File: config.mk
export PLATFORM = sky130hd
export DESIGN_NAME = convex_hull_graham_scan
export DESIGN_NICKNAME = d
export VERILOG_FILES = /design/src/sv/chgs_pkg.sv /design/src/sv/chgs_ram.sv /design/src/sv/chgs_mac.sv /design/src/sv/convex_hull_graham_scan.sv
export SDC_FILE = /design/constraint.sdc
export NUM_CORES = 2
export LEC_CHECK = 0
export BUFFER_PORTS_ARGS = -buffer_cell sky130_fd_sc_hd__buf_4
export CAP_MARGIN = 20
export CORE_MARGIN = 2
export CORE_UTILIZATION = 35
export CTS_BUF_LIST = sky130_fd_sc_hd__clkbuf_8
export DETAILED_ROUTE_END_ITERATION = 16
export PLACE_DENSITY = 0.57
export SLEW_MARGIN = 25
export SYNTH_ARGS = -nofsm -noshare
export SYNTH_HDL_FRONTEND = slang
export SYNTH_SLANG_ARGS = --single-unit
File: constraint.sdc
create_clock -name clk -period 13.7 [get_ports clk]
set_clock_uncertainty 0.15 [all_clocks]
set_input_delay 0.685 -clock clk [delete_from_list [all_inputs] [get_ports clk]]
set_output_delay 0.685 -clock clk [all_outputs]
set_load 0.02 [all_outputs]
File: src/sv/chgs_pkg.sv
// Shared types and constants for the Graham scan convex hull block.
`default_nettype none
package chgs_pkg;
	localparam int MinHull = 3;

	// Sequencer state codes.
	localparam logic [5:0] ST_LOAD     = 6'd0;
	localparam logic [5:0] ST_EMPTY    = 6'd1;
	localparam logic [5:0] ST_PIV_RD   = 6'd2;
	localparam logic [5:0] ST_PIV_CMP  = 6'd3;
	localparam logic [5:0] ST_SW_RDA   = 6'd4;
	localparam logic [5:0] ST_SW_RDB   = 6'd5;
	localparam logic [5:0] ST_SW_WRA   = 6'd6;
	localparam logic [5:0] ST_SW_WRB   = 6'd7;
	localparam logic [5:0] ST_SRT_KRD  = 6'd8;
	localparam logic [5:0] ST_SRT_KLD  = 6'd9;
	localparam logic [5:0] ST_SRT_JLD  = 6'd10;
	localparam logic [5:0] ST_SRT_C1   = 6'd11;
	localparam logic [5:0] ST_SRT_C2   = 6'd12;
	localparam logic [5:0] ST_SRT_C3   = 6'd13;
	localparam logic [5:0] ST_SRT_D1   = 6'd14;
	localparam logic [5:0] ST_SRT_D2   = 6'd15;
	localparam logic [5:0] ST_SRT_D3   = 6'd16;
	localparam logic [5:0] ST_SRT_D4   = 6'd17;
	localparam logic [5:0] ST_SRT_DEC  = 6'd18;
	localparam logic [5:0] ST_SCN_SEED = 6'd19;
	localparam logic [5:0] ST_SCN_IRD  = 6'd20;
	localparam logic [5:0] ST_SCN_ILD  = 6'd21;
	localparam logic [5:0] ST_SCN_S1   = 6'd22;
	localparam logic [5:0] ST_SCN_S2   = 6'd23;
	localparam logic [5:0] ST_SCN_S3   = 6'd24;
	localparam logic [5:0] ST_SCN_S4   = 6'd25;
	localparam logic [5:0] ST_SCN_C1   = 6'd26;
	localparam logic [5:0] ST_SCN_C2   = 6'd27;
	localparam logic [5:0] ST_SCN_C3   = 6'd28;
	localparam logic [5:0] ST_SCN_DEC  = 6'd29;
	localparam logic [5:0] ST_SCN_PUSH = 6'd30;
	localparam logic [5:0] ST_OUT_SRD  = 6'd31;
	localparam logic [5:0] ST_OUT_PRD  = 6'd32;
	localparam logic [5:0] ST_OUT_EM   = 6'd33;

	// Operations of the shared multiply-accumulate unit.
	typedef enum logic [1:0] {
		MAC_LOAD = 2'd0,
		MAC_ADD  = 2'd1,
		MAC_SUB  = 2'd2
	} mac_op_t;
endpackage
`default_nettype wire

File: src/sv/chgs_ram.sv
// Generic single-port RAM with registered read data.
`default_nettype none
module chgs_ram #(
	parameter int WIDTH = 32,
	parameter int DEPTH = 64
) (
	input  wire logic                     clk,
	input  wire logic                     we,
	input  wire logic [$clog2(DEPTH)-1:0] addr,
	input  wire logic [WIDTH-1:0]         wdata,
	output logic      [WIDTH-1:0]         rdata
);
	logic [WIDTH-1:0] mem_q [DEPTH];

	always_ff @(posedge clk) begin
		if (we) begin
			mem_q[addr] <= wdata;
		end
		rdata <= mem_q[addr];
	end
endmodule
`default_nettype wire

File: src/sv/chgs_mac.sv
// Shared multiplier with accumulator: one signed product per cycle.
`default_nettype none
module chgs_mac import chgs_pkg::*; #(
	parameter int OPW = 17,
	parameter int ACCW = 36
) (
	input  wire logic                   clk,
	input  wire logic                   en,
	input  wire mac_op_t                op,
	input  wire logic signed [OPW-1:0]  a,
	input  wire logic signed [OPW-1:0]  b,
	output logic signed [ACCW-1:0]      acc
);
	logic signed [2*OPW-1:0] prod_s1;
	logic signed [ACCW-1:0]  prod_ext;

	assign prod_ext = ACCW'(prod_s1);

	always_ff @(posedge clk) begin
		prod_s1 <= a * b;
		if (en) begin
			unique case (op)
				MAC_LOAD: acc <= prod_ext;
				MAC_ADD:  acc <= acc + prod_ext;
				MAC_SUB:  acc <= acc - prod_ext;
				default:  acc <= acc;
			endcase
		end
	end
endmodule
`default_nettype wire

File: src/sv/convex_hull_graham_scan.sv
// Top level of the Graham scan convex hull block: sequencer, point and stack memories.
`default_nettype none
// Usage: points are sent one beat at a time with start high while busy is low.
// Each accepted beat writes one point into the point memory, so a set streams
// in at one point per clock. The beat with last_point high ends the set; busy
// then rises and the block finds the pivot, selection-sorts the points by polar
// angle and runs the Graham scan, all through a single shared multiplier fed
// from one single-port point memory.
// Run time: the pivot search reads every point once, the swaps and the sort
// run per position with one comparison for each later candidate, so the sort
// grows with n*n. The scan seeds the stack, then reads each further point and
// tests turns against the stack top, popping until the new point is pushed;
// the output reads each vertex through the stack. The sort dominates.
// Results: each hull vertex appears for one cycle with strobe high; the last
// one carries last_vertex and busy is already low in that cycle. A set of
// fewer than three points goes to ST_EMPTY, which gives one beat with hull_empty
// high. The receiver cannot stall, so every result is final when shown. Points
// past capacity are dropped and flagged by overflowed.
// Reset: arst_n clears the sequencer, counts and flags; memory contents are
// not cleared, since every entry is written before it is read within a set.
module convex_hull_graham_scan import chgs_pkg::*; #(
	parameter int MAX_POINTS = 64,
	parameter int COORD_BITS = 16
) (
	input  wire logic        clk,
	input  wire logic        arst_n,
	input  wire logic        start,
	output logic             busy,
	input  wire logic signed [15:0] point_x,
	input  wire logic signed [15:0] point_y,
	input  wire logic        last_point,
	output logic             strobe,
	output logic signed [15:0] hull_x,
	output logic signed [15:0] hull_y,
	output logic             last_vertex,
	output logic             hull_empty,
	output logic             overflowed
);
	localparam int AW   = (MAX_POINTS > 1) ? $clog2(MAX_POINTS) : 1;
	localparam int CW   = $clog2(MAX_POINTS + 1);
	localparam int DW   = COORD_BITS + 1;
	localparam int ACCW = 2 * DW + 2;

	typedef logic signed [COORD_BITS-1:0] crd_t;

	logic [5:0]       state_q;
	logic [CW-1:0]    count_q;
	logic             ovf_q;
	logic [CW-1:0]    top_q;
	logic [CW-1:0]    i_q, j_q, k_q;
	crd_t             px_q, py_q;     // pivot
	crd_t             kx_q, ky_q;     // current best / stack top
	crd_t             jx_q, jy_q;     // candidate / new point
	crd_t             ux_q, uy_q;     // stack second
	crd_t             ax_q, ay_q;     // swap buffer
	logic signed [ACCW-1:0] cr_q;
	logic signed [ACCW-1:0] dj_q;
	logic             load_ok;
	logic [CW-1:0]    n_next;

	// Point memory.
	logic             pm_we;
	logic [AW-1:0]    pm_addr;
	logic [2*COORD_BITS-1:0] pm_wdata, pm_rdata;
	crd_t             rd_x, rd_y;
	assign rd_x = pm_rdata[2*COORD_BITS-1:COORD_BITS];
	assign rd_y = pm_rdata[COORD_BITS-1:0];

	chgs_ram #(.WIDTH(2 * COORD_BITS), .DEPTH(MAX_POINTS)) u_pts (
		.clk(clk), .we(pm_we), .addr(pm_addr), .wdata(pm_wdata), .rdata(pm_rdata));

	// Stack memory of point indices.
	logic             sm_we;
	logic [AW-1:0]    sm_addr, sm_wdata, sm_rdata;

	chgs_ram #(.WIDTH(AW), .DEPTH(MAX_POINTS)) u_stk (
		.clk(clk), .we(sm_we), .addr(sm_addr), .wdata(sm_wdata), .rdata(sm_rdata));

	// Shared multiplier.
	logic             mac_en;
	mac_op_t          mac_op;
	logic signed [DW-1:0] mac_a, mac_b;
	logic signed [ACCW-1:0] acc;

	chgs_mac #(.OPW(DW), .ACCW(ACCW)) u_mac (
		.clk(clk), .en(mac_en), .op(mac_op), .a(mac_a), .b(mac_b), .acc(acc));

	function automatic logic signed [DW-1:0] dif(input crd_t p, input crd_t q);
		dif = DW'(p) - DW'(q);
	endfunction

	// The low COORD_BITS bits of a coordinate port, read as two's complement.
	function automatic crd_t to_crd(input logic [15:0] raw);
		to_crd = COORD_BITS'(raw);
	endfunction

	assign busy    = (state_q != ST_LOAD);
	assign load_ok = (count_q < CW'(MAX_POINTS));
	assign n_next  = load_ok ? count_q + CW'(1) : count_q;

	// Memory, multiplier and operand control. The product register holds a*b
	// of the previous cycle, so operands are presented in the cycle before the
	// accumulate step that consumes them.
	always_comb begin
		pm_we    = 1'b0;
		pm_addr  = i_q[AW-1:0];
		pm_wdata = {ax_q, ay_q};
		sm_we    = 1'b0;
		sm_addr  = top_q[AW-1:0];
		sm_wdata = i_q[AW-1:0];
		mac_en   = 1'b0;
		mac_op   = MAC_LOAD;
		mac_a    = '0;
		mac_b    = '0;
		unique case (state_q)
			ST_LOAD: begin
				pm_we    = start && load_ok;
				pm_addr  = count_q[AW-1:0];
				pm_wdata = {to_crd(point_x), to_crd(point_y)};
			end
			ST_SW_RDB: pm_addr = k_q[AW-1:0];
			ST_SW_WRA: begin
				pm_we = 1'b1; pm_addr = i_q[AW-1:0]; pm_wdata = {rd_x, rd_y};
			end
			ST_SW_WRB: begin
				pm_we = 1'b1; pm_addr = k_q[AW-1:0]; pm_wdata = {ax_q, ay_q};
			end
			ST_SRT_KRD: pm_addr = k_q[AW-1:0];
			ST_SRT_KLD: pm_addr = j_q[AW-1:0];
			ST_SRT_C1: begin
				mac_a = dif(jx_q, px_q); mac_b = dif(ky_q, py_q);
			end
			ST_SRT_C2: begin
				mac_en = 1'b1; mac_op = MAC_LOAD;
				mac_a = dif(kx_q, px_q); mac_b = dif(jy_q, py_q);
			end
			ST_SRT_C3: begin
				mac_en = 1'b1; mac_op = MAC_SUB;
				mac_a = dif(jx_q, px_q); mac_b = dif(jx_q, px_q);
			end
			ST_SRT_D1: begin
				mac_en = 1'b1; mac_op = MAC_LOAD;
				mac_a = dif(jy_q, py_q); mac_b = dif(jy_q, py_q);
			end
			ST_SRT_D2: begin
				mac_en = 1'b1; mac_op = MAC_ADD;
				mac_a = dif(kx_q, px_q); mac_b = dif(kx_q, px_q);
			end
			ST_SRT_D3: begin
				mac_en = 1'b1; mac_op = MAC_LOAD;
				mac_a = dif(ky_q, py_q); mac_b = dif(ky_q, py_q);
			end
			ST_SRT_D4: begin
				mac_en = 1'b1; mac_op = MAC_ADD;
			end
			// Fetch the next candidate while the decision is taken.
			ST_SRT_DEC: pm_addr = AW'(j_q + CW'(1));
			ST_SCN_SEED: begin
				sm_we = 1'b1; sm_addr = j_q[AW-1:0]; sm_wdata = j_q[AW-1:0];
			end
			ST_SCN_S1: sm_addr = AW'(top_q - CW'(1));
			ST_SCN_S2: begin
				sm_addr = AW'(top_q - CW'(2));
				pm_addr = sm_rdata;
			end
			ST_SCN_S3: pm_addr = sm_rdata;
			ST_SCN_C1: begin
				mac_a = dif(jx_q, ux_q); mac_b = dif(ky_q, uy_q);
			end
			ST_SCN_C2: begin
				mac_en = 1'b1; mac_op = MAC_LOAD;
				mac_a = dif(kx_q, ux_q); mac_b = dif(jy_q, uy_q);
			end
			ST_SCN_C3: begin
				mac_en = 1'b1; mac_op = MAC_SUB;
			end
			ST_SCN_PUSH: sm_we = 1'b1;
			ST_OUT_SRD: sm_addr = i_q[AW-1:0];
			ST_OUT_PRD: pm_addr = sm_rdata;
			default: ;
		endcase
	end

	always_ff @(posedge clk or negedge arst_n) begin
		if (!arst_n) begin
			state_q     <= ST_LOAD;
			count_q     <= '0;
			ovf_q       <= 1'b0;
			top_q       <= '0;
			i_q         <= '0;
			j_q         <= '0;
			k_q         <= '0;
			px_q        <= '0;
			py_q        <= '0;
			kx_q        <= '0;
			ky_q        <= '0;
			jx_q        <= '0;
			jy_q        <= '0;
			ux_q        <= '0;
			uy_q        <= '0;
			ax_q        <= '0;
			ay_q        <= '0;
			cr_q        <= '0;
			dj_q        <= '0;
			strobe      <= 1'b0;
			hull_x      <= '0;
			hull_y      <= '0;
			last_vertex <= 1'b0;
			hull_empty  <= 1'b0;
			overflowed  <= 1'b0;
		end else begin
			strobe <= 1'b0;
			unique case (state_q)
				ST_LOAD: begin
					if (start) begin
						if (load_ok) begin
							count_q <= count_q + CW'(1);
						end else begin
							ovf_q <= 1'b1;
						end
						// A dropped point that ends the set still ends it.
						if (last_point) begin
							i_q     <= '0;
							state_q <= (n_next < CW'(MinHull)) ? ST_EMPTY : ST_PIV_RD;
						end
					end
				end
				ST_EMPTY: begin
					strobe      <= 1'b1;
					hull_x      <= '0;
					hull_y      <= '0;
					last_vertex <= 1'b1;
					hull_empty  <= 1'b1;
					overflowed  <= ovf_q;
					count_q     <= '0;
					ovf_q       <= 1'b0;
					state_q     <= ST_LOAD;
				end
				// Pivot search: read point i, compare with the lowest so far.
				ST_PIV_RD: state_q <= ST_PIV_CMP;
				ST_PIV_CMP: begin
					if (i_q == '0 || rd_y < py_q || (rd_y == py_q && rd_x < px_q)) begin
						px_q <= rd_x; py_q <= rd_y; k_q <= i_q;
					end
					if (i_q + CW'(1) == count_q) begin
						i_q     <= '0;
						state_q <= ST_SW_RDA;
					end else begin
						i_q     <= i_q + CW'(1);
						state_q <= ST_PIV_RD;
					end
				end
				// Swap point i with point k through the single port.
				ST_SW_RDA: state_q <= ST_SW_RDB;
				ST_SW_RDB: begin
					ax_q <= rd_x; ay_q <= rd_y;
					state_q <= ST_SW_WRA;
				end
				ST_SW_WRA: state_q <= ST_SW_WRB;
				ST_SW_WRB: begin
					if (i_q + CW'(2) < count_q) begin
						i_q     <= i_q + CW'(1);
						k_q     <= i_q + CW'(1);
						j_q     <= i_q + CW'(2);
						state_q <= ST_SRT_KRD;
					end else begin
						// Sort finished: seed the stack with points 0, 1 and 2.
						j_q     <= '0;
						state_q <= ST_SCN_SEED;
					end
				end
				ST_SRT_KRD: state_q <= ST_SRT_KLD;
				ST_SRT_KLD: begin
					kx_q <= rd_x; ky_q <= rd_y;
					state_q <= ST_SRT_JLD;
				end
				ST_SRT_JLD: begin
					jx_q <= rd_x; jy_q <= rd_y;
					state_q <= ST_SRT_C1;
				end
				// Candidate j against best k: cross product, then both distances.
				ST_SRT_C1: state_q <= ST_SRT_C2;
				ST_SRT_C2: state_q <= ST_SRT_C3;
				ST_SRT_C3: state_q <= ST_SRT_D1;
				ST_SRT_D1: begin
					cr_q    <= acc;
					state_q <= ST_SRT_D2;
				end
				ST_SRT_D2: state_q <= ST_SRT_D3;
				ST_SRT_D3: begin
					dj_q    <= acc;
					state_q <= ST_SRT_D4;
				end
				ST_SRT_D4: state_q <= ST_SRT_DEC;
				ST_SRT_DEC: begin
					// acc holds |k-p|^2, dj_q holds |j-p|^2.
					if (cr_q > 0 || (cr_q == 0 && dj_q < acc)) begin
						k_q <= j_q; kx_q <= jx_q; ky_q <= jy_q;
					end
					if (j_q + CW'(1) < count_q) begin
						j_q     <= j_q + CW'(1);
						state_q <= ST_SRT_JLD;
					end else begin
						state_q <= ST_SW_RDA;
					end
				end
				ST_SCN_SEED: begin
					if (j_q == CW'(2)) begin
						top_q <= CW'(3);
						if (count_q == CW'(3)) begin
							i_q     <= '0;
							state_q <= ST_OUT_SRD;
						end else begin
							i_q     <= CW'(3);
							state_q <= ST_SCN_IRD;
						end
					end else begin
						j_q <= j_q + CW'(1);
					end
				end
				// Scan: new point i, then the two points on top of the stack.
				ST_SCN_IRD: state_q <= ST_SCN_ILD;
				ST_SCN_ILD: begin
					jx_q <= rd_x; jy_q <= rd_y;
					state_q <= ST_SCN_S1;
				end
				ST_SCN_S1: state_q <= ST_SCN_S2;
				ST_SCN_S2: state_q <= ST_SCN_S3;
				ST_SCN_S3: begin
					kx_q <= rd_x; ky_q <= rd_y;
					state_q <= ST_SCN_S4;
				end
				ST_SCN_S4: begin
					ux_q <= rd_x; uy_q <= rd_y;
					state_q <= ST_SCN_C1;
				end
				ST_SCN_C1: state_q <= ST_SCN_C2;
				ST_SCN_C2: state_q <= ST_SCN_C3;
				ST_SCN_C3: state_q <= ST_SCN_DEC;
				ST_SCN_DEC: begin
					// Anything but a strict left turn pops, down to two points.
					if (acc >= 0) begin
						top_q   <= top_q - CW'(1);
						state_q <= (top_q > CW'(3)) ? ST_SCN_S1 : ST_SCN_PUSH;
					end else begin
						state_q <= ST_SCN_PUSH;
					end
				end
				ST_SCN_PUSH: begin
					top_q <= top_q + CW'(1);
					if (i_q + CW'(1) == count_q) begin
						i_q     <= '0;
						state_q <= ST_OUT_SRD;
					end else begin
						i_q     <= i_q + CW'(1);
						state_q <= ST_SCN_IRD;
					end
				end
				ST_OUT_SRD: state_q <= ST_OUT_PRD;
				ST_OUT_PRD: state_q <= ST_OUT_EM;
				ST_OUT_EM: begin
					strobe      <= 1'b1;
					hull_x      <= 16'(rd_x);
					hull_y      <= 16'(rd_y);
					hull_empty  <= 1'b0;
					overflowed  <= ovf_q;
					last_vertex <= (i_q + CW'(1) == top_q);
					if (i_q + CW'(1) == top_q) begin
						count_q <= '0;
						ovf_q   <= 1'b0;
						top_q   <= '0;
						state_q <= ST_LOAD;
					end else begin
						i_q     <= i_q + CW'(1);
						state_q <= ST_OUT_SRD;
					end
				end
				default: state_q <= ST_LOAD;
			endcase
		end
	end
endmodule
`default_nettype wire

==> impl_results.md <==
- Synth area leaders: edfxtp_1, dfrtp_1, fa_1, nand2_1, a22oi_1
- Final Max Tran Viols: 0
- Post-route DRC: 0
- Synth cell types: 92
- Vias after detailed routing: 87800
- Clock-pin slew on the worst setup and hold paths: 0.06 ns
- Outcome: finished, final reports clean
- Post-Synth XOR/XNOR Area: 1.38%
- R2R setup slack: 1.21 ns
- Initial antenna violation count: 26
- Worst Path Arrival: 13.23 ns
- Fin nets: 10700
- CTS Buf Count: 443
- Synth top area share: 57.4%
- Busiest grt layer: met2
- Primary FF master, synth: edfxtp_1
- Post-synth ARST share: 10.8%
- Setup CP Type: reg2reg
- Die height: 612 um
- GPL Wtd Cong: 0.920
- RSZ-0062 raised after global routing: false
- Complex-gate fraction of the synthesized area: 12.7%
- Number of synthesized flops with an enable pin: 2468
- CORE AREA: 368000 um^2
- Antenna violation net count after detailed routing: 0
- DIE AREA: 374000 um^2
- Final period util: 91.2%
- Reg2Reg Capture Point: u_mac.prod_s1[33]
- Buf+Inv Stages, Crit Path: 4
- CP top delay family: compound AO/OA/AOI/OAI gates
- Hold path cells: 2
- Post-DP HPWL: 271000 um
- Syn_nets: 10400
- Crit-path max FO: 22
- Crit end category: flop
- Initial Util: 35.1%
- Overall Power: 16200 uW
- Leakage power: 0.0489 uW
- Post-DR vias/cell: 5.74
- Final Util: 39.5%
- Power per Cell Area: 111 nW/um^2
- Synth warnings: 0
- Clock Tree Buf Depth: 4
- WP data required: 14.44 ns
- Synthesized area: 129000 um^2
- CTS tree: done
- Met2 usage: 38.0%
- Area occupied by multi-input gates: 42900 um^2
- GRT overflow: 0
- Worst hold start: dj_q[0]
- M3 GR Usage: 4.07%
- Placed cell area: 137000 um^2
- Hold/Removal Path Class: reg2reg
- WL/cell: 29.0 um
- Met1 Use GR: 30.0%
- Clk sinks: 2849
- Fillers: 34600
- Largest net degree at the start of global routing: 112
- Critical Path Source Type: flop
- Routed wire length: 444000 um
- Setup TNS: 0 ns
- Buffers on Ports: 72
- Hold Fails Final Rpt: 0
- Mux share of post-synthesis cell area: 2.33%
- Synth area leader: edfxtp_1
- Overall die width: 612 um
- Register cell area after layout: 83300 um^2
- Synth Area per Inst: 13.2 um^2
- Slew HR: 11.0%
- Cell count after synthesis: 9791
- # Max-Cap Violations: 0
- Area delta synth->final: 12.6%
- Max Clk Rate: 80.1 MHz
- Hold buffers post-CTS: 4
- Adder-Cell Fraction of Synth Area: 7.71%
- Pre-antenna DRT Iters: 8
- H-tree levels: 5
- Clock root buffer: clkbuf_8
- Design area: 146000 um^2
- Clock latency on the worst-skew pair: 1.08 ns
- Seq/Total Area, Yosys: 64.5%
- Setup bufs post-CTS: 0
- Yosys reg bits: 2849
- R2R cell count: 35
- Largest family of logic cells by synthesized area: compound AO/OA/AOI/OAI gates
- Resized cells post-CTS: 0
- Number of cell rows: 223
- Final setup violation count: 0
- Post-layout minimum cycle time: 12.49 ns
- Share of post-route cells with drive strength above 1: 12.8%
- VDD IR max: 0.0000890 V
- I/O Pins: 73
- Global-route wire length before repair: 631000 um
- Post-Layout Cell Count: 15300
- Placed Cells: 14500
- Hold Path End: dj_q[0]
- CP peak stage delay: 0.90 ns
- Slowest cell on crit path: or4_1
- R2r startpoint: state_q[4]
- Number of global-route vias before repair: 86600
- Tightest Pin Transition: 1.33 ns
- Starting DRT DRC Count: 10900
- Simple-Gate Fraction of Synth Area: 8.18%
- Overall routing resource usage: 23.1%
- Most common cell type on the critical path: fa_1
[cells by family (layout without fill, tap and decap cells)]
family | after synthesis | count (layout)
XOR/XNOR | 204 | 204
AND/OR/NAND/NOR | 2446 | 2446
adder cells (fa/ha/maj) | 614 | 614
flip-flops | 2849 | 2849
AO/OA/AOI/OAI | 2389 | 2389
buffers and inverters | 1024 | 1679
multiplexers | 265 | 265
other | 0 | 22
[layout by cell type, fill, tap and decap left out, types with 44 or more instances in the layout]
cell type,Yosys,routed
edfxtp_1,2468,2468
nand2_1,1315,1278
inv_1,494,625
a22oi_1,605,605
a21oi_1,470,467
clkbuf_8,0,467
nor2_1,492,405
buf_4,13,365
o21ai_0,366,359
ha_1,309,309
dfrtp_1,309,309
fa_1,304,304
mux2_2,162,162
a221oi_1,161,158
xnor2_1,157,157
nand3_1,164,157
clkinv_1,2,102
a31oi_1,106,102
a211oi_1,95,92
mux2i_1,91,91
nor3_1,97,87
a22o_1,86,86
nor2_4,0,78
a21o_1,72,72
dfxtp_1,72,72
clkinv_2,0,60
o22ai_1,58,57
nand2b_1,54,54
and2_1,53,53
nand4_1,49,49
xor2_1,47,47
o21a_1,47,47
and3_1,47,44
[synthesized netlist by cell type, types with 97 or more instances]
cell,count
edfxtp_1,2468
nand2_1,1315
a22oi_1,605
inv_1,494
nor2_1,492
a21oi_1,470
o21ai_0,366
dfrtp_1,309
ha_1,309
fa_1,304
clkbuf_1,244
buf_2,211
nand3_1,164
mux2_2,162
a221oi_1,161
xnor2_1,157
a31oi_1,106
nor3_1,97
[report_power, final]
group          internal [uW]  switching, uW
combinational           9.75           25.1
sequential              9300              0
clock                   3370           3450
total                  12700           3480
[per-layer routing]
layer / up-vias / part of all wire [%]
met3: 862 / 9.4
met4: 8 / 4.8
met5: - / 0.013
met2: 4721 / 47
li1: 37400 / -
met1: 44800 / 39
[registers in the layout, indices dropped and copies added, names as in the netlist, 16 cells and up]
signal	cells
hull_y	16
ux_q	16
ky_q	16
u_stk.mem_q	384
px_q	16
u_pts.mem_q	2048
kx_q	16
ay_q	16
jx_q	16
uy_q	16
py_q	16
u_pts.rdata	32
ax_q	16
jy_q	16
dj_q	36
u_mac.prod_s1	34
hull_x	16
cr_q	36
u_mac.acc	36
[worst max-delay path by stage]
stage | from | endpoint | slack, ns | cells after the start
4_1_cts | state_q[4] | u_mac.prod_s1[33] | 0.99 | 36
5_1_grt | state_q[4] | u_mac.prod_s1[33] | 0.52 | 36
3_5_place_dp | state_q[4] | u_mac.prod_s1[33] | 1.04 | 36
3_3_place_gp | state_q[4] | u_mac.prod_s1[33] | 1.09 | 36
6_report | state_q[4] | u_mac.prod_s1[33] | 1.21 | 35
2_1_floorplan | state_q[1] | u_mac.prod_s1[30] | 3.47 | 38
[cell type report]
cell class                 count  area share (%)
timing repair buffer         387            2.15
clock buffer                 467            4.42
tap                         4837            4.16
clock inverter               329            1.24
multi-input combinational   5918            29.5
antenna                       22          0.0378
sequential                  2849            57.2
inverter                     496            1.28
[metrics by stage]
stage	setup slack, ns	hold WS [ns]
after floorplan	3.47	0.239
after global placement	1.09	0.304
after detailed placement	1.04	0.317
after CTS	0.988	0.331
after global routing	0.520	0.365
final	1.21	0.329
[worst min-delay path, cell delays in order (launching register included)]
cell     delay (ns)
dfrtp_1        0.34
nand2_1        0.04
o21ai_0        0.06
Note: power is estimated with default switching activity, not from simulation.
